===== src/rtl/timing_histogram_statistics_macros.svh =====
// assertion helpers for the timing histogram block
`ifndef TIMING_HISTOGRAM_STATISTICS_MACROS_SVH
`define TIMING_HISTOGRAM_STATISTICS_MACROS_SVH

`ifndef SYNTHESIS
`define THS_ASSERT(label, prop) \
	label: assert property (@(posedge clk) disable iff (!arst_n) prop) \
		else $error("timing histogram assertion failed");
`define THS_ASSERT_NEXT(label, ante, cons) \
	label: assert property (@(posedge clk) disable iff (!arst_n) (ante) |=> (cons)) \
		else $error("timing histogram assertion failed");
`else
`define THS_ASSERT(label, prop)
`define THS_ASSERT_NEXT(label, ante, cons)
`endif

`endif


===== src/rtl/ths_pkg.sv =====
package ths_pkg;

	localparam int POSITIONS_DEF   = 16;
	localparam int BYTE_VALUES_DEF = 256;
	localparam int COUNT_BITS_DEF  = 32;

	localparam int MAX_POSITIONS = 16;
	localparam int SUM_W         = 48;
	localparam int SQ_W          = 64;
	localparam int Q8_W          = 24;
	localparam int DIV_W         = SQ_W + 16;
	localparam int ROOT_W        = 2 * Q8_W;
	localparam int IN_DATA_W     = 160;
	localparam int OUT_DATA_W    = 112;

	localparam logic [Q8_W-1:0] Q8_MAX     = 24'hFFFF00;
	localparam logic [15:0]     CLIP_RESET = 16'd10000;

	typedef enum logic [1:0] {
		OP_ADD   = 2'd0,
		OP_READ  = 2'd1,
		OP_CLEAR = 2'd2
	} op_t;

	typedef struct packed {
		op_t                          op;
		logic [8*MAX_POSITIONS-1:0]   bytes;
		logic [15:0]                  timing;
		logic [31:0]                  square;
		logic [3:0]                   position;
		logic [7:0]                   byte_value;
	} item_t;

	typedef struct packed {
		logic init_busy;
	} back_status_t;

	typedef enum logic [3:0] {
		ST_IDLE,
		ST_ADD_WR,
		ST_CLEAR,
		ST_RD_CAP,
		ST_DIV_MEAN,
		ST_DIV_SQ,
		ST_DIV_G,
		ST_VAR,
		ST_SQRT,
		ST_OUT
	} state_t;

endpackage


===== src/rtl/ths_front.sv =====
module ths_front (
	input  logic                           clk,
	input  logic                           arst_n,
	input  logic                           s_axis_tvalid,
	output logic                           s_axis_tready,
	input  logic [ths_pkg::IN_DATA_W-1:0]  s_axis_tdata,
	input  logic [1:0]                     s_axis_tuser,
	input  logic                           cfg_valid,
	output logic                           cfg_ready,
	input  logic [15:0]                    cfg_data,
	input  ths_pkg::back_status_t          status,
	output ths_pkg::item_t                 head,
	output logic                           head_valid,
	input  logic                           pop
);
	import ths_pkg::*;

	localparam int FIFO_DEPTH = 2;
	localparam int PTR_W      = $clog2(FIFO_DEPTH);

	logic [15:0]       clip_q;
	item_t             fifo_q [FIFO_DEPTH];
	logic [PTR_W-1:0]  wr_ptr_q;
	logic [PTR_W-1:0]  rd_ptr_q;
	logic [PTR_W:0]    fill_q;
	item_t             incoming;
	logic              keep;
	logic              push;

	always_comb begin
		incoming.op         = op_t'(s_axis_tuser);
		incoming.bytes      = s_axis_tdata[127:0];
		incoming.timing     = s_axis_tdata[143:128];
		incoming.square     = {16'b0, s_axis_tdata[143:128]} * {16'b0, s_axis_tdata[143:128]};
		incoming.position   = s_axis_tdata[147:144];
		incoming.byte_value = s_axis_tdata[155:148];
		// clipped samples and the unused code are taken and dropped here
		case (incoming.op)
			OP_ADD:   keep = incoming.timing < clip_q;
			OP_READ:  keep = 1'b1;
			OP_CLEAR: keep = 1'b1;
			default:  keep = 1'b0;
		endcase
		s_axis_tready = (fill_q != (PTR_W+1)'(FIFO_DEPTH)) && !status.init_busy;
		push          = s_axis_tvalid && s_axis_tready && keep;
	end

	always_ff @(posedge clk or negedge arst_n) begin
		if (!arst_n) begin
			clip_q   <= CLIP_RESET;
			wr_ptr_q <= '0;
			rd_ptr_q <= '0;
			fill_q   <= '0;
		end else begin
			if (cfg_valid) begin
				clip_q <= cfg_data;
			end
			if (push) begin
				wr_ptr_q <= wr_ptr_q + PTR_W'(1);
			end
			if (pop) begin
				rd_ptr_q <= rd_ptr_q + PTR_W'(1);
			end
			fill_q <= fill_q + (PTR_W+1)'(push) - (PTR_W+1)'(pop);
		end
	end

	always_ff @(posedge clk) begin
		if (push) begin
			fifo_q[wr_ptr_q] <= incoming;
		end
	end

	assign cfg_ready  = 1'b1;
	assign head       = fifo_q[rd_ptr_q];
	assign head_valid = fill_q != '0;
endmodule


===== config.mk =====
export PLATFORM = sky130hd
export DESIGN_NAME = ths_front
export DESIGN_NICKNAME = d
export VERILOG_FILES = /design/src/rtl/timing_histogram_statistics_macros.svh /design/src/rtl/ths_pkg.sv /design/src/rtl/ths_front.sv
export SDC_FILE = /design/constraint.sdc
export NUM_CORES = 1
export LEC_CHECK = 0
export ABC_AREA = 1
export BUFFER_PORTS_ARGS = -buffer_cell sky130_fd_sc_hd__buf_4
export CAP_MARGIN = 15
export CORE_MARGIN = 1
export CORE_UTILIZATION = 52
export CTS_CLUSTER_SIZE = 8
export DETAILED_ROUTE_END_ITERATION = 10
export PLACE_DENSITY = 0.82
export SLEW_MARGIN = 15
export SYNTH_ARGS = -nofsm -noshare
export SYNTH_HDL_FRONTEND = slang
export SYNTH_SLANG_ARGS = --single-unit

===== constraint.sdc =====
create_clock -name clk -period 9.12 [get_ports clk]
set_input_delay 1.824 -clock clk [delete_from_list [all_inputs] [get_ports clk]]
set_output_delay 1.824 -clock clk [all_outputs]
set_load 0.01 [all_outputs]

# After elaboration in Yosys (flattened, before gate mapping)
# Memories as Yosys holds them, arrays and structs flattened.
# Index checks and enable logic that the tools add are counted.
[totals]
reg_bits = 20
ram_bits = 380
input_bits = 184
out_inout_bits = 193
memories = 1
[op_classes]
addsub = 4
mul = 1
order_cmp = 1
n_eq_ne = 3
muxes = 3
reduce_logical = 7
[mem_list]
columns = ["memory", "depth", "word_bits", "rd", "rd_clocked_by_memory_dff", "wr", "line", "source"]
rows = [
  ["fifo_q", 2, 190, 1, 0, 1, "ths_front.sv:22", "item_t fifo_q [FIFO_DEPTH];"],
]
[op_table]
columns = ["op", "count"]
rows = [
  ["$mul 16x16->32", 1],
  ["$lt 16x16->1", 1],
  ["$logic_and 1x1->1", 3],
  ["$add 1x1->1 const B", 2],
  ["$add 2x1->2", 1],
  ["$eq 2x1->1 const B", 1],
  ["$eq 2x2->1 const B", 1],
  ["$logic_not 2->1", 1],
  ["$mux 1", 2],
  ["$ne 2x2->1 const B", 1],
  ["$pmux 1 s2", 1],
  ["$reduce_bool 2->1", 1],
  ["$reduce_or 2->1", 1],
  ["$sub 2x1->2", 1],
  ["$logic_not 1->1", 1],
]

# Depth between registers and ports, before layout
[logic_depth]
ltp_word = 6
ltp_mapped = 27

# Worst setup path before layout
# No wires, ideal clock.
[synth_path]
path_type = "input to register"
startpoint = "input s_axis_tdata[133] (netlist bit)"
endpoint = "memory fifo_q[1][0] (netlist bit), enable pin"
setup_time_ps = 738
t_arrival_ps = 10510
required_ps = 8382
setup_slack_ps = -2128
stages = 10
path_buffers = 0
path_cell_list = "ha_1 a21oi_1 nor2_1 nor3_1 nand2_1 nand2_1 nand3_1 nand2_1 nand2_1 nor2_1"
[synth_between]
elab_chain_len = 5
[synth_rtl]
columns = ["item", "line", "source"]
rows = [
  ["start: declaration", "ths_front.sv:6", "input logic [ths_pkg::IN_DATA_W-1:0] s_axis_tdata,"],
  ["$lt 16x16->1", "ths_front.sv:39", "OP_ADD: keep = incoming.timing < clip_q;"],
  ["$pmux 1 s2", "ths_front.sv:38", "case (incoming.op)"],
  ["$logic_and 1x1->1", "ths_front.sv:45", "push = s_axis_tvalid && s_axis_tready && keep;"],
  ["$mux 1", "ths_front.sv:69", "if (push) begin"],
  ["$mux 1 (not written as such)", "ths_front.sv:70", "fifo_q[wr_ptr_q] <= incoming;"],
  ["end: declaration", "ths_front.sv:22", ""],
]
# No other way between the ends.

==> results.cfg <==
[detailed_routing]
drcViolationCount = 0
via_per_inst = 5.26
avgRoutedWirePerCell_um = 19.6
antenna_left = 0
firstDrtPassIters = 6
drt_iter0_drc = 772
num_vias = 14000
drt-total-wl_mm = 52.1

[finish]
multi_input_area_um2 = 9010
drive_gt1_frac = 0.305
regArea_um2 = 11800
areaGrowthSynthToFinish_pct = 21.5
final.fill_count = 3008
final_area_um2 = 27200
finish.net_count = 2574

[clock_network]
clockBufferDepth = 3
ctsHoldBuffers = 0
htreeDepth = 2
cts_tree = yes
clk_latency_ns = 0.57
cts_buffers = 55
ctsRootBufferMaster = clkbuf_16
clock-sinks = 396
clkTransAtPathRegs_ns = 0.05
cts_setup_buffers = 0
cts-resized-gates = 0

[floorplan]
ioPinCount = 377
core_um2 = 42200
die_w_um = 209
die-area_um2 = 43900
die_y_um = 209
initial_core_util = 0.530
core.rowCount = 75

[worst_setup_path]
cp-start-kind = input pin
worst_setup_path_end_kind = register
path_class = input pin to register
crit_required_ns = 9.42
critPathSlowestCell = fa_1
rr_endpoint = fifo_q[0][54]
r2r_setup_slack_ns = 5.69
path_cells = buf_4, nand2_1, inv_1, fa_1, inv_1, fa_1, inv_1, fa_1, fa_1, fa_1, inv_1, fa_1, inv_1, ha_1, a21oi_1, o21ai_0, a21oi_1, nand2_1, nand2_1, nand2_1, nand2_1, nand2_1
crit_family = adder cells
critical_path_depth = 22
cp_num_buf_inv = 6
cp_max_fo = 19
max_stage_delay_ns = 0.54
r2r_start = clip_q[13]
reg2regPathDepth = 10
crit_arrival_ns = 6.95

[job]
maxCapViolations = 0

[min_path]
min_path_type = register to register
hold_depth = 2
min_from = wr_ptr_q
hold_path_end = wr_ptr_q

[outcome]
status = completed

[global_routing]
antenna_found_initial = 3
grt_max_degree = 146
grt_usage = 0.238
grt_pass1_vias = 15200
grt-ovfl-total = 0
grt_pass1_wl_mm = 80.4

[synth]
syn_area_per_cell_um2 = 12.9
netlist-cell-type-count = 38
ys_seq_area_frac = 0.527
ys_ff_latch = 396
synth_cells = 1734
syn_nets = 2197
yosysWarnings = 0
mappedNetlistArea_um2 = 22400

[placed_design]
dp_hpwl_mm = 37.4
place_congestion = 0.903
pre_cts_ws_ns = 1.90
port_buffers = 370
placed_cell_area_um2 = 25700

[sta]
hold_viol_final = 0
layout_setup_ws_ns = 2.47
holdWs_ns = 0.478
fin_crit_ns = 6.65
finalSetupTns_ns = 0
worst_pin_slew_ns = 0.872
fmax_ghz = 0.150
max_slew_margin = 0.418
setup_viol = 0
clock-skew-final_ns = 0.0254
slew_viol_final = 0
rsz0062_at_grt = no
min_period_over_period = 0.729

[power_and_ir_drop]
p_leak_nw = 12.2
p_per_area_nw_per_um2 = 366
ir_worst_vdd_v = 0.000316
[layer usage]
metal / vias up / part of all wire / track usage
met5: - / 0.00029 / 0
met4: 2 / 0.037 / 0.104
met3: 118 / 0.075 / 0.0597
met2: 446 / 0.53 / 0.438
met1: 6996 / 0.36 / 0.260
li1: 6435 / - / -
[worst max path at each step]
stage	start	to	slack [ns]
2_1_floorplan	s_axis_tdata[133]	fifo_q[1][0]	1.05
6_report	s_axis_tdata[131]	fifo_q[0][39]	2.47
5_1_grt	s_axis_tdata[136]	fifo_q[0][38]	2.12
3_5_place_dp	s_axis_tdata[136]	fifo_q[0][36]	1.90
4_1_cts	s_axis_tdata[136]	fifo_q[1][36]	2.46
3_3_place_gp	s_axis_tdata[136]	fifo_q[0][38]	1.93
[state kept, by name, summed over array words and instances (netlist names)]
register  count
fill_q        2
clip_q       16
rd_ptr_q      1
fifo_q      376
wr_ptr_q      1
[layout make-up]
type,instances,area share
Tap cell,539,0.0248
Multi-Input combinational cell,926,0.331
Clock buffer,64,0.0526
Sequential cell,396,0.434
Antenna cell,2,0.000184
Clock inverter,3,0.00202
Inverter,355,0.0492
Timing Repair Buffer,377,0.106
[cell usage in the layout, fill, tap and decap left out, types with 2 or more instances in the layout]
cell type and n:
xnor2_1 9, nand4_1 7, nand3_2 2, xor2_1 23, o21ai_0 31, dfstp_2 5, a31o_2 2, nor4_1 2
conb_1 2, dfrtp_1 14, clkbuf_1 8, or2_2 2, fa_1 162, diode_2 2, nand2_1 240, mux2_2 189
nor3_1 9, buf_12 3, nor2_1 34, inv_1 354, nand3_1 24, o21bai_1 8, edfxtp_1 376, a21o_1 4
a21oi_1 44, nand2_2 4, buf_4 373, ha_1 117, clkbuf_16 56
[where the power goes]
group	total, mW	switching (mW)	internal (mW)
sequential	2.64	0.0811	2.56
clock	1.78	0.690	1.09
combinational	5.53	3.34	2.19
[tightest hold or removal path, cell delays in order, from the launching register on]
cell     delay [ns]
dfrtp_1        0.34
nand2_1        0.06
nand2_1        0.05
[cell usage after synthesis]
master | number | area share
a21oi_2 | 1 | 0.00039
dfstp_2 | 5 | 0.0059
and3b_1 | 1 | 0.00039
a31oi_1 | 1 | 0.00028
o21ai_0 | 31 | 0.0069
inv_1 | 355 | 0.060
nand2_1 | 240 | 0.040
a21oi_1 | 44 | 0.0098
o21ai_1 | 1 | 0.00022
o21bai_1 | 8 | 0.0027
dfrtp_1 | 15 | 0.017
xor2_1 | 23 | 0.0090
fa_1 | 162 | 0.14
xnor2_1 | 9 | 0.0035
nand4_1 | 7 | 0.0020
nor2_2 | 1 | 0.00028
nor4_1 | 2 | 0.00056
or2_2 | 2 | 0.00056
a21o_1 | 4 | 0.0013
nand3b_1 | 1 | 0.00034
nand2_2 | 4 | 0.0011
clkbuf_2 | 1 | 0.00022
conb_1 | 2 | 0.00034
nand2_4 | 1 | 0.00050
nor3_1 | 9 | 0.0020
clkbuf_1 | 32 | 0.0054
edfxtp_1 | 376 | 0.50
ha_1 | 117 | 0.065
a31o_2 | 2 | 0.00078
buf_4 | 3 | 0.0010
nand4_2 | 1 | 0.00056
mux2_2 | 189 | 0.095
nand3_1 | 24 | 0.0054
buf_2 | 21 | 0.0047
nor2_1 | 35 | 0.0059
a21boi_1 | 1 | 0.00034
nand3_2 | 2 | 0.00089
a21boi_0 | 1 | 0.00034
[metrics by stage]
| step | util | power (mW) | instances |
|---|---|---|---|
| floorplan | - | 6.47 | 1734 |
| global placement | 0.608 | 8.13 | 2591 |
| detailed placement | 0.608 | 8.21 | 2591 |
| CTS | 0.643 | 10.0 | 2658 |
| global route | 0.644 | 10.7 | 2662 |
| finish | 0.644 | 9.95 | 2662 |
[kinds of logic (layout without fill, tap and decap cells)]
group	count (synthesis)	in the layout	share of synthesized area
AND/OR/NAND/NOR	330	330	0.0607
adder cells (fa/ha/maj)	279	279	0.210
flip-flops	396	396	0.527
multiplexers	189	189	0.0951
buffers and inverters	412	799	0.0708
AO/OA/AOI/OAI	94	94	0.0231
other	2	4	0.000336
XOR/XNOR	32	32	0.0125
Note: power is estimated with default switching activity, not from simulation.
